$ cat src/hw/rtl/lfd_pkg.sv
// lfd_pkg: shared types, codes and constants of the lfast frame deframer
// no dependencies; used by every module in hw/rtl
package lfd_pkg;

	localparam logic [15:0] SYNC_RESET   = 16'hA84B;
	localparam logic [4:0]  SYNC_BITS    = 5'd16;
	localparam logic [4:0]  BYTE_BITS    = 5'd8;
	localparam logic [3:0]  DATA_CH_LOW  = 4'd4;
	localparam logic [3:0]  DATA_CH_HIGH = 4'd11;

	typedef enum logic {
		OP_BIT     = 1'b0,
		OP_TIMEOUT = 1'b1
	} op_t;

	typedef enum logic [1:0] {
		PH_SYNC    = 2'd0,
		PH_HEADER  = 2'd1,
		PH_PAYLOAD = 2'd2,
		PH_SLEEP   = 2'd3
	} phase_t;

	typedef enum logic [2:0] {
		KIND_SYNC_OK  = 3'd0,
		KIND_SYNC_ERR = 3'd1,
		KIND_HEADER   = 3'd2,
		KIND_PAYLOAD  = 3'd3,
		KIND_SLEEP    = 3'd4
	} kind_t;

	typedef struct packed {
		op_t  op;
		logic bit_value;
	} item_t;

	typedef struct packed {
		kind_t       kind;
		logic [15:0] value;
		logic [2:0]  size_code;
		logic [3:0]  channel_type;
		logic        clear_to_send;
		logic [5:0]  byte_index;
		logic        data_channel;
		logic        last_byte;
		logic        sleep_request;
	} result_t;

	// front to back handshake
	typedef struct packed {
		logic  valid;
		item_t item;
	} front_out_t;

	function automatic logic [6:0] size_bytes(input logic [2:0] code);
		logic [6:0] n;
		case (code)
			3'd0:    n = 7'd1;
			3'd1:    n = 7'd4;
			3'd2:    n = 7'd8;
			3'd3:    n = 7'd12;
			3'd4:    n = 7'd16;
			3'd5:    n = 7'd32;
			3'd6:    n = 7'd64;
			3'd7:    n = 7'd36;
			default: n = 7'd1;
		endcase
		return n;
	endfunction

endpackage

$ cat src/hw/rtl/lfd_front.sv
// lfd_front: input side, accepts and classifies line events into a two-entry queue
// depends on lfd_pkg
module lfd_front (
	input  logic                clk,
	input  logic                arst_n,
	input  logic                push,
	output logic                full,
	input  logic                operation,
	input  logic                bit_value,
	output lfd_pkg::front_out_t front_out,
	input  logic                take
);

	lfd_pkg::item_t entry_q [2];
	logic           wr_ptr_q;
	logic           rd_ptr_q;
	logic [1:0]     count_q;
	logic           do_push;
	logic           do_take;
	lfd_pkg::item_t new_item;

	assign full    = (count_q == 2'd2);
	assign do_push = push && !full;
	assign do_take = take && (count_q != 2'd0);

	always_comb begin
		new_item.op        = operation ? lfd_pkg::OP_TIMEOUT : lfd_pkg::OP_BIT;
		// level is meaningless on a timeout
		new_item.bit_value = operation ? 1'b0 : bit_value;
	end

	assign front_out.valid = (count_q != 2'd0);
	assign front_out.item  = entry_q[rd_ptr_q];

	always_ff @(posedge clk) begin
		if (do_push) begin
			entry_q[wr_ptr_q] <= new_item;
		end
	end

	always_ff @(posedge clk or negedge arst_n) begin
		if (!arst_n) begin
			wr_ptr_q <= 1'b0;
			rd_ptr_q <= 1'b0;
			count_q  <= 2'd0;
		end else begin
			if (do_push) begin
				wr_ptr_q <= !wr_ptr_q;
			end
			if (do_take) begin
				rd_ptr_q <= !rd_ptr_q;
			end
			case ({do_push, do_take})
				2'b10:   count_q <= count_q + 2'd1;
				2'b01:   count_q <= count_q - 2'd1;
				default: count_q <= count_q;
			endcase
		end
	end

endmodule

$ cat src/hw/rtl/lfd_engine.sv
// lfd_engine: back side frame state machine, one line event per cycle while the result queue is not full
// depends on lfd_pkg
module lfd_engine (
	input  logic                clk,
	input  logic                arst_n,
	input  lfd_pkg::front_out_t front_out,
	input  logic                res_full,
	input  logic [15:0]         sync_pattern_q,
	output logic                take,
	output logic                res_wr,
	output lfd_pkg::result_t    res_data
);

	lfd_pkg::phase_t phase_q, phase_d;
	logic [4:0]      bit_cnt_q, bit_cnt_d;
	logic [15:0]     window_q, window_d;
	logic [6:0]      pay_len_q, pay_len_d;
	logic [3:0]      chan_q, chan_d;
	logic [6:0]      bytes_q, bytes_d;
	logic [15:0]     window_n;
	logic [4:0]      cnt_n;
	logic [7:0]      hdr;
	logic            last;
	logic            emit;

	assign take     = front_out.valid && !res_full;
	assign res_wr   = take && emit;
	assign window_n = {window_q[14:0], front_out.item.bit_value};
	assign cnt_n    = bit_cnt_q + 5'd1;
	assign hdr      = window_n[7:0];
	assign last     = ({1'b0, bytes_q} + 8'd1) >= {1'b0, pay_len_q};

	always_comb begin
		phase_d   = phase_q;
		bit_cnt_d = bit_cnt_q;
		window_d  = window_q;
		pay_len_d = pay_len_q;
		chan_d    = chan_q;
		bytes_d   = bytes_q;
		emit      = 1'b0;
		res_data  = '0;
		res_data.kind = lfd_pkg::KIND_SYNC_OK;

		if (front_out.item.op == lfd_pkg::OP_TIMEOUT) begin
			if (phase_q == lfd_pkg::PH_SLEEP) begin
				emit          = 1'b1;
				res_data.kind = lfd_pkg::KIND_SLEEP;
			end
			phase_d   = lfd_pkg::PH_SYNC;
			bit_cnt_d = '0;
			window_d  = '0;
			pay_len_d = '0;
			chan_d    = '0;
			bytes_d   = '0;
		end else begin
			window_d  = window_n;
			bit_cnt_d = cnt_n;
			case (phase_q)
				lfd_pkg::PH_SYNC: begin
					if (cnt_n == lfd_pkg::SYNC_BITS) begin
						emit      = 1'b1;
						bit_cnt_d = '0;
						window_d  = '0;
						if (window_n == sync_pattern_q) begin
							res_data.kind = lfd_pkg::KIND_SYNC_OK;
							phase_d       = lfd_pkg::PH_HEADER;
						end else begin
							res_data.kind  = lfd_pkg::KIND_SYNC_ERR;
							res_data.value = window_n;
						end
					end
				end
				lfd_pkg::PH_HEADER: begin
					if (cnt_n == lfd_pkg::BYTE_BITS) begin
						emit                   = 1'b1;
						res_data.kind          = lfd_pkg::KIND_HEADER;
						res_data.value         = {8'd0, hdr};
						res_data.size_code     = hdr[7:5];
						res_data.channel_type  = hdr[4:1];
						res_data.clear_to_send = hdr[0];
						chan_d    = hdr[4:1];
						pay_len_d = lfd_pkg::size_bytes(hdr[7:5]);
						bytes_d   = '0;
						bit_cnt_d = '0;
						window_d  = '0;
						phase_d   = lfd_pkg::PH_PAYLOAD;
					end
				end
				lfd_pkg::PH_PAYLOAD: begin
					if (cnt_n == lfd_pkg::BYTE_BITS) begin
						emit                  = 1'b1;
						res_data.kind         = lfd_pkg::KIND_PAYLOAD;
						res_data.value        = {8'd0, hdr};
						res_data.channel_type = chan_q;
						res_data.byte_index   = bytes_q[5:0];
						res_data.data_channel = chan_q inside
							{[lfd_pkg::DATA_CH_LOW:lfd_pkg::DATA_CH_HIGH]};
						res_data.last_byte    = last;
						bytes_d   = bytes_q + 7'd1;
						bit_cnt_d = '0;
						window_d  = '0;
						if (last) begin
							phase_d = lfd_pkg::PH_SLEEP;
						end
					end
				end
				lfd_pkg::PH_SLEEP: begin
					emit                   = 1'b1;
					res_data.kind          = lfd_pkg::KIND_SLEEP;
					res_data.sleep_request = front_out.item.bit_value;
					phase_d   = lfd_pkg::PH_SYNC;
					bit_cnt_d = '0;
					window_d  = '0;
					pay_len_d = '0;
					chan_d    = '0;
					bytes_d   = '0;
				end
				default: begin
					phase_d = lfd_pkg::PH_SYNC;
				end
			endcase
		end
	end

	always_ff @(posedge clk or negedge arst_n) begin
		if (!arst_n) begin
			phase_q   <= lfd_pkg::PH_SYNC;
			bit_cnt_q <= '0;
			window_q  <= '0;
			pay_len_q <= '0;
			chan_q    <= '0;
			bytes_q   <= '0;
		end else if (take) begin
			phase_q   <= phase_d;
			bit_cnt_q <= bit_cnt_d;
			window_q  <= window_d;
			pay_len_q <= pay_len_d;
			chan_q    <= chan_d;
			bytes_q   <= bytes_d;
		end
	end

endmodule

$ cat src/hw/rtl/lfd_result_queue.sv
// lfd_result_queue: two-entry queue of decoded results toward the output port
// depends on lfd_pkg
module lfd_result_queue (
	input  logic             clk,
	input  logic             arst_n,
	input  logic             wr,
	input  lfd_pkg::result_t wr_data,
	output logic             res_full,
	output logic             empty,
	input  logic             pop,
	output lfd_pkg::result_t rd_data
);

	lfd_pkg::result_t entry_q [2];
	logic             wr_ptr_q;
	logic             rd_ptr_q;
	logic [1:0]       count_q;
	logic             do_wr;
	logic             do_rd;

	assign res_full = (count_q == 2'd2);
	assign empty    = (count_q == 2'd0);
	assign do_wr    = wr && !res_full;
	assign do_rd    = pop && !empty;
	assign rd_data  = entry_q[rd_ptr_q];

	always_ff @(posedge clk) begin
		if (do_wr) begin
			entry_q[wr_ptr_q] <= wr_data;
		end
	end

	always_ff @(posedge clk or negedge arst_n) begin
		if (!arst_n) begin
			wr_ptr_q <= 1'b0;
			rd_ptr_q <= 1'b0;
			count_q  <= 2'd0;
		end else begin
			if (do_wr) begin
				wr_ptr_q <= !wr_ptr_q;
			end
			if (do_rd) begin
				rd_ptr_q <= !rd_ptr_q;
			end
			case ({do_wr, do_rd})
				2'b10:   count_q <= count_q + 2'd1;
				2'b01:   count_q <= count_q - 2'd1;
				default: count_q <= count_q;
			endcase
		end
	end

endmodule

$ cat src/hw/rtl/lfast_frame_deframer_unit.sv
// lfast_frame_deframer_unit: top level of the lfast frame deframer
// depends on lfd_pkg, lfd_front, lfd_engine, lfd_result_queue
//
// usage:
//   input channel is a queue write side: present operation/bit_value with push;
//   a transaction completes on a clock edge with push high and full low.
//   operation 0 carries one recovered line bit (msb first), 1 a line idle timeout.
//   results are read like a queue: while empty is low the oldest result is on
//   kind/value/size_code/... and a transaction completes with pop high.
//   each line event yields zero or one result: sync ok or sync error after 16
//   bits, header after 8, one per payload byte, then the sleep bit.
//   cfg_valid/cfg_ready/cfg_data write the sync pattern; cfg_ready is always high.
// timing:
//   one line event per cycle sustained while the result queue is not full; the frame
//   engine handles one event a cycle unless stalled. A result passes from the input
//   queue through the engine into the result queue, whose head drives the outputs.
//   if pop stays low the two-entry result queue fills, the engine stops, then the
//   two-entry input queue fills and full rises; nothing is dropped.
// reset:
//   arst_n empties both queues, returns the engine to sync search with all
//   counters clear, and loads the sync pattern with 0xA84B.
module lfast_frame_deframer_unit (
	input  logic        clk,
	input  logic        arst_n,
	input  logic        push,
	output logic        full,
	input  logic        operation,
	input  logic        bit_value,
	output logic        empty,
	input  logic        pop,
	output logic [2:0]  kind,
	output logic [15:0] value,
	output logic [2:0]  size_code,
	output logic [3:0]  channel_type,
	output logic        clear_to_send,
	output logic [5:0]  byte_index,
	output logic        data_channel,
	output logic        last_byte,
	output logic        sleep_request,
	input  logic        cfg_valid,
	output logic        cfg_ready,
	input  logic [15:0] cfg_data
);

	lfd_pkg::front_out_t front_out;
	lfd_pkg::result_t    res_wr_data;
	lfd_pkg::result_t    res_rd_data;
	logic                take;
	logic                res_wr;
	logic                res_full;
	logic [15:0]         sync_pattern_q;

	assign cfg_ready = 1'b1;

	always_ff @(posedge clk or negedge arst_n) begin
		if (!arst_n) begin
			sync_pattern_q <= lfd_pkg::SYNC_RESET;
		end else if (cfg_valid && cfg_ready) begin
			sync_pattern_q <= cfg_data;
		end
	end

	lfd_front u_front (
		.clk       (clk),
		.arst_n    (arst_n),
		.push      (push),
		.full      (full),
		.operation (operation),
		.bit_value (bit_value),
		.front_out (front_out),
		.take      (take)
	);

	lfd_engine u_engine (
		.clk            (clk),
		.arst_n         (arst_n),
		.front_out      (front_out),
		.res_full       (res_full),
		.sync_pattern_q (sync_pattern_q),
		.take           (take),
		.res_wr         (res_wr),
		.res_data       (res_wr_data)
	);

	lfd_result_queue u_result_queue (
		.clk      (clk),
		.arst_n   (arst_n),
		.wr       (res_wr),
		.wr_data  (res_wr_data),
		.res_full (res_full),
		.empty    (empty),
		.pop      (pop),
		.rd_data  (res_rd_data)
	);

	assign kind          = res_rd_data.kind;
	assign value         = res_rd_data.value;
	assign size_code     = res_rd_data.size_code;
	assign channel_type  = res_rd_data.channel_type;
	assign clear_to_send = res_rd_data.clear_to_send;
	assign byte_index    = res_rd_data.byte_index;
	assign data_channel  = res_rd_data.data_channel;
	assign last_byte     = res_rd_data.last_byte;
	assign sleep_request = res_rd_data.sleep_request;

endmodule
$ cat config.mk
export PLATFORM = sky130hd
export DESIGN_NAME = lfast_frame_deframer_unit
export DESIGN_NICKNAME = d
export VERILOG_FILES = /design/src/hw/rtl/lfd_pkg.sv /design/src/hw/rtl/lfd_front.sv /design/src/hw/rtl/lfd_engine.sv /design/src/hw/rtl/lfd_result_queue.sv /design/src/hw/rtl/lfast_frame_deframer_unit.sv
export SDC_FILE = /design/constraint.sdc
export NUM_CORES = 1
export LEC_CHECK = 0
export BUFFER_PORTS_ARGS = -buffer_cell sky130_fd_sc_hd__buf_2
export CAP_MARGIN = 40
export CELL_PAD_IN_SITES_DETAIL_PLACEMENT = 0
export CELL_PAD_IN_SITES_GLOBAL_PLACEMENT = 1
export CORE_AREA = 2 2 99 173
export CTS_CLUSTER_SIZE = 10
export DETAILED_ROUTE_END_ITERATION = 10
export DIE_AREA = 0 0 101 175
export PLACE_DENSITY = 0.68
export SLEW_MARGIN = 15
export SYNTH_ARGS = -nofsm -noshare
export SYNTH_HDL_FRONTEND = slang
export SYNTH_SLANG_ARGS = --single-unit
$ cat constraint.sdc
create_clock -name clk -period 4.1 [get_ports clk]
set_input_delay 0.82 -clock clk [delete_from_list [all_inputs] [get_ports clk]]
set_output_delay 0.82 -clock clk [all_outputs]
set_load 0.005 [all_outputs]
# After elaboration in Yosys (flattened, before gate mapping)
# Memories as Yosys holds them, arrays and structs flattened.
# Index checks and enable logic that the tools add are counted.
# classes
addsub	7
n_lt_le_gt_ge	3
eq_ne	17
n_mux	55
n_reduce_logical	25
# op_table
operator	count
16-bit case mux with 3 select lines	1
15-bit 2-to-1 mux	3
15-bit case mux with 3 select lines	1
7-bit 2-to-1 mux	5
33-bit 2-to-1 mux	1
26-bit 2-to-1 mux	1
7-bit case mux with 3 select lines	1
18-bit 2-to-1 mux	1
17-bit 2-to-1 mux	1
16-bit equality test	1
16-bit 2-to-1 mux	1
8-bit 2-to-1 mux	2
4-bit case mux with 2 select lines	2
5-bit 2-to-1 mux	3
3-bit by 2-bit inequality test with 1-bit output (second input constant)	5
5-bit case mux with 3 select lines	1
7-bit case mux with 2 select lines	1
1-bit 2-to-1 mux	13
2-bit equality test (second input constant)	6
2-bit 2-to-1 mux	6
4-bit 2-to-1 mux	3
3-bit case mux with 4 select lines	1
3-bit 2-to-1 mux	3
7-bit by 1-bit adder with 8-bit output (second input constant)	1
other kinds (23)	43
# totals
reg_bits	64
mem_bits_rw	76
mem_bits_ro	48
inputBits	23
output_inout_bits	39
word_cells	123
mem_count	3
# mem_list
memory	words	width	read_ports	rd_ports_with_merged_regs	wr	line_no	rtl
u_result_queue.entry_q	2	36	1	0	1	lfd_result_queue.sv:14	lfd_pkg::result_t entry_q [2];
(no name shown)	8	6	1	0	0	lfd_pkg.sv:56	case (code)
u_front.entry_q	2	2	1	0	1	lfd_front.sv:14	lfd_pkg::item_t entry_q [2];

# Logic depth before layout (Yosys ltp)
# logic_depth
word_depth	9
mapped_depth	11

# Cells and area by module
# Synthesis repeated with hierarchy kept, for this count alone.
# hier_totals
cells_unflattened	476
hier_area_um2	6691.4
# modules_own_cells
mod	n_inst	cells_per_inst	area_per_inst_um2	seq_area_each_um2
lfd_result_queue	1	130	2944.1	2262.2
lfd_engine	1	285	2730.1	975.9
lfast_frame_deframer_unit	1	36	669.4	409.1
lfd_front	1	25	347.8	220.2

# Worst setup path after synthesis
# No wires, ideal clock.
# synth_path
path_type	reg-to-reg
startpoint	reg u_engine.bit_cnt_q[0]
endpoint	mem u_result_queue.entry_q[0][0] in the netlist's numbering (enable)
setup_time_ns	0.429
arrival_time_ns	3.046
required_ns	3.671
setup_slack_ns	0.624
stages_incl_launch_ff	8
path_cell_list	dfrtp_1 > ha_1 > and2_1 > nand2_1 > o21ai_2 > a41o_1 > o211ai_1 > nor2_1
# synth_between
elab_chain_len	9
# synth_rtl
item	line_no	rtl
from (decl)	lfd_engine.sv:15	logic [4:0] bit_cnt_q, bit_cnt_d;
from (signal assigned)	lfd_engine.sv:135	bit_cnt_q <= bit_cnt_d;
5-bit by 1-bit adder with 5-bit output (*)	lfd_engine.sv:29	assign cnt_n = bit_cnt_q + 5'd1;
5-bit by 4-bit equality test with 1-bit output or 5-bit equality test (tied branches)	lfd_engine.sv:74, lfd_engine.sv:90, lfd_engine.sv:60	
1-bit 2-to-1 mux (on tied branches)	lfd_engine.sv:74, lfd_engine.sv:90, lfd_engine.sv:60	
1-bit case mux with 3 select lines (*)	lfd_engine.sv:58	case (phase_q)
1-bit 2-to-1 mux (*)	lfd_engine.sv:44	if (front_out.item.op == lfd_pkg::OP_TIMEOUT) begin
1-bit logical AND (*)	lfd_engine.sv:27	assign res_wr = take && emit;
1-bit logical AND (*)	lfd_result_queue.sv:23	assign do_wr = wr && !res_full;
1-bit 2-to-1 mux (*)	lfd_result_queue.sv:28	if (do_wr) begin
1-bit 2-to-1 mux (implied by the code) (*)	lfd_result_queue.sv:29	entry_q[wr_ptr_q] <= wr_data;
to (decl)	lfd_result_queue.sv:14	
# Every way passes the cells marked *; elsewhere a longest branch is shown, timed or not.

# Worst setup path in the final report
# layout_path
startpoint	reg u_engine.bit_cnt_q[0]
endpoint	mem u_result_queue.entry_q[1][32] in the netlist's numbering (enable)
# The elaborated chain is that of the path after synthesis.

==> flow_metrics.py <==
metrics = {
    "cts": {
        "cts_setup_buffers": 0,
        "clkTransAtPathRegs_ns": 0.06,
        "cts_buffers": 17,
        "cts-htree-levels": 4,
        "insertion_delay_ns": 0.41,
        "cts_tree": "built",
        "ctsResizeCount": 0,
        "cts.sinks": 139,
        "clock_path_buffers": 2,
        "postCtsHoldBufs": 0,
        "cts_root_buf": "clkbuf_16",
    },
    "synthesis": {
        "synth-main-ff-cell": "edfxtp_1",
        "synth_area_um2": 6400,
        "syn_area_per_cell_um2": 13.6,
        "yosys-top-cells-area": "edfxtp_1 36%, dfrtp_1 22%, mux2_2 11%, xnor2_1 4.0%, ha_1 3.1%",
        "synthCells": 472,
        "synth_top_area_share": 0.357,
        "yosysMostFrequentCell": "edfxtp_1",
        "yosysSeqAreaShare": 0.605,
        "yosys.area.top_type": "edfxtp_1",
        "synth_enable_flop_cells": 76,
        "async_flop_share": 0.453,
        "ys_top_cells_by_count": "76 x edfxtp_1, 63 x mux2_2, 56 x dfrtp_1, 29 x xnor2_1, 25 x nor2_1",
        "yosys_register_bits": 139,
        "yosysWarnings": 0,
        "syn_nets": 511,
        "synthDistinctLibCells": 55,
    },
    "min_path": {
        "min_path_type": "in -> async",
    },
    "placement": {
        "place_hpwl_um": 9300,
        "dpl-instance-area_um2": 6920,
        "port_buffers": 60,
        "gp_congestion": 0.825,
    },
    "cells_and_area": {
        "stdcell_area_um2": 7490,
        "num-fill-cells": 1488,
        "area_delta_synth_final_pct": 17.1,
        "drive_above_1_share": 0.328,
        "finalNetCount": 577,
        "diodes": 0,
    },
    "sta": {
        "clock.fmax_mhz": 339,
        "fin_crit_ns": 2.95,
        "setup_viol": 0,
        "fin_setup_tns_ns": 0,
        "rsz0062_at_grt": "false",
        "clock_skew_ns": 0.00835,
        "finalHoldViolCount": 0,
        "worst_slew_pin_slew_ns": 0.782,
        "period_share": 0.718,
        "slew_headroom": 0.478,
        "slew_viol_final": 0,
    },
    "route": {
        "totalWireLength_um": 13000,
        "drtPass1Iterations": 5,
        "vias": 3868,
        "via_per_inst": 5.21,
        "drtIter0Drc": 141,
        "wl_per_cell_um": 17.5,
        "drc": 0,
        "antenna_left": 0,
    },
    "die": {
        "fp.dieW_um": 101,
        "start_util": 0.393,
        "rows": 62,
        "io_pins": 62,
        "die_h_um": 175,
        "dieArea_um2": 17700,
        "core_region_area_um2": 16300,
    },
    "setup_path": {
        "endpoint_kind": "register",
        "cp.arrival_ns": 2.99,
        "required_ns": 4.15,
        "crit_fanout": 36,
        "startpoint_type": "register",
        "crit_type": "reg -> reg",
    },
    "global_routing": {
        "grtUsageTotal": 0.155,
        "antenna_found_initial": 0,
        "globalRoute.totalOverflow": 0,
        "grt_max_degree": 38,
        "grt_pass1_vias": 4181,
        "grt_pass1_wl_um": 21300,
    },
    "run_status": {
        "status": "finished clean",
    },
    "job": {
        "drv_cap": 0,
    },
    "power_and_ir_drop": {
        "irDropWorstVdd_mv": 0.270,
        "total_leakage_power_nw": 3.03,
        "power_density_nw_per_um2": 642,
        "finalPower_mw": 4.81,
    },
}
==> routing by layer <==
| metal | global-route usage | up-vias | part of all wire |
|---|---|---|---|
| met4 | 0.0602 | 0 | 0.020 |
| li1 | - | 1866 | - |
| met3 | 0.0268 | 16 | 0.025 |
| met2 | 0.283 | 67 | 0.55 |
| met1 | 0.177 | 1919 | 0.40 |
| met5 | 0 | - | 0 |
==> final timing paths <==
| check | start | to | slack [ns] | cells after the start |
|---|---|---|---|---|
| hold reg to reg | u_front.wr_ptr_q | u_front.wr_ptr_q | 0.49 | 1 |
| setup reg to reg | u_engine.bit_cnt_q[0] | u_result_queue.entry_q[1][32] | 1.15 | 8 |
| hold / removal | arst_n | sync_pattern_q[12] | 0.48 | 1 |
| max in group asynchronous | arst_n | sync_pattern_q[0] | 2.75 | 2 |
| setup / recovery | u_engine.bit_cnt_q[0] | u_result_queue.entry_q[1][32] | 1.15 | 8 |
| min in group clk | u_front.wr_ptr_q | u_front.wr_ptr_q | 0.49 | 1 |
==> cell usage in the layout (no fill, tap or decap), drive strengths merged, types with 4 or more instances in the layout <==
master	n
and2	19
mux2i	5
inv	21
xnor2	29
edfxtp	76
a32o	4
buf	67
nor2b	4
and3	15
nand2b	5
clkbuf	20
clkinv	5
dfrtp	56
nand4	6
nor2	25
a22oi	4
nor3	5
a22o	19
o21ai	8
ha	16
mux2	64
xor2	4
a21oi	9
nand3	8
nand2	21
dfstp	7
==> through the flow <==
step                      setup WS (ns)  std cells  hold WS, ns  utilization
after detailed placement           1.19        711        0.478        0.425
after global routing              0.889        743        0.518        0.460
after floorplan                   0.624        472        0.458            -
final                              1.15        743        0.483        0.460
after global placement             1.29        710        0.478        0.424
after CTS                          1.15        743        0.491        0.460
==> area by class of cell <==
class	count	area (µm²)	area share
Clock buffer	20	472	0.0630
Inverter	15	56.3	0.00752
Tap cell	192	240	0.0321
Sequential cell	139	3870	0.516
Timing Repair Buffer	67	353	0.0471
Multi-Input combinational cell	298	2400	0.320
Clock inverter	12	103	0.0137
==> registers in the layout (all words and copies together) (netlist names) <==
signal                   count
sync_pattern_q              16
u_engine.bit_cnt_q           5
u_engine.bytes_q             7
u_engine.chan_q              4
u_engine.pay_len_q           6
u_engine.phase_q             2
u_engine.window_q           15
u_front.count_q              2
u_front.entry_q              4
u_front.rd_ptr_q             1
u_front.wr_ptr_q             1
u_result_queue.count_q       2
u_result_queue.entry_q      72
u_result_queue.rd_ptr_q      1
u_result_queue.wr_ptr_q      1
==> power by group <==
group	internal, mW	switching, mW	leakage, nW
clock	0.849	0.610	0.284
combinational	0.630	0.790	1.23
sequential	1.77	0.153	1.52
total	3.25	1.55	3.03
==> critical path, stage by stage, from the launching register on <==
cell and delay [ns]:
dfrtp_1 0.46, ha_1 0.30, and2_1 0.19, nand2_1 0.08, o21ai_2 0.49, a41o_1 0.25, o211ai_1 0.20, nor2_2 0.15
buf_4 0.43
==> cells by family (layout without fill, tap and decap cells) <==
logic type	Yosys count	after routing	share of synthesized area
flip-flops	139	139	0.605
other	1	1	0.000586
AO/OA/AOI/OAI	62	62	0.0751
XOR/XNOR	33	33	0.0452
adder cells (fa/ha/maj)	16	16	0.0313
multiplexers	69	69	0.124
AND/OR/NAND/NOR	117	117	0.0976
buffers and inverters	35	114	0.0221
(Power assumes the default switching activity.)
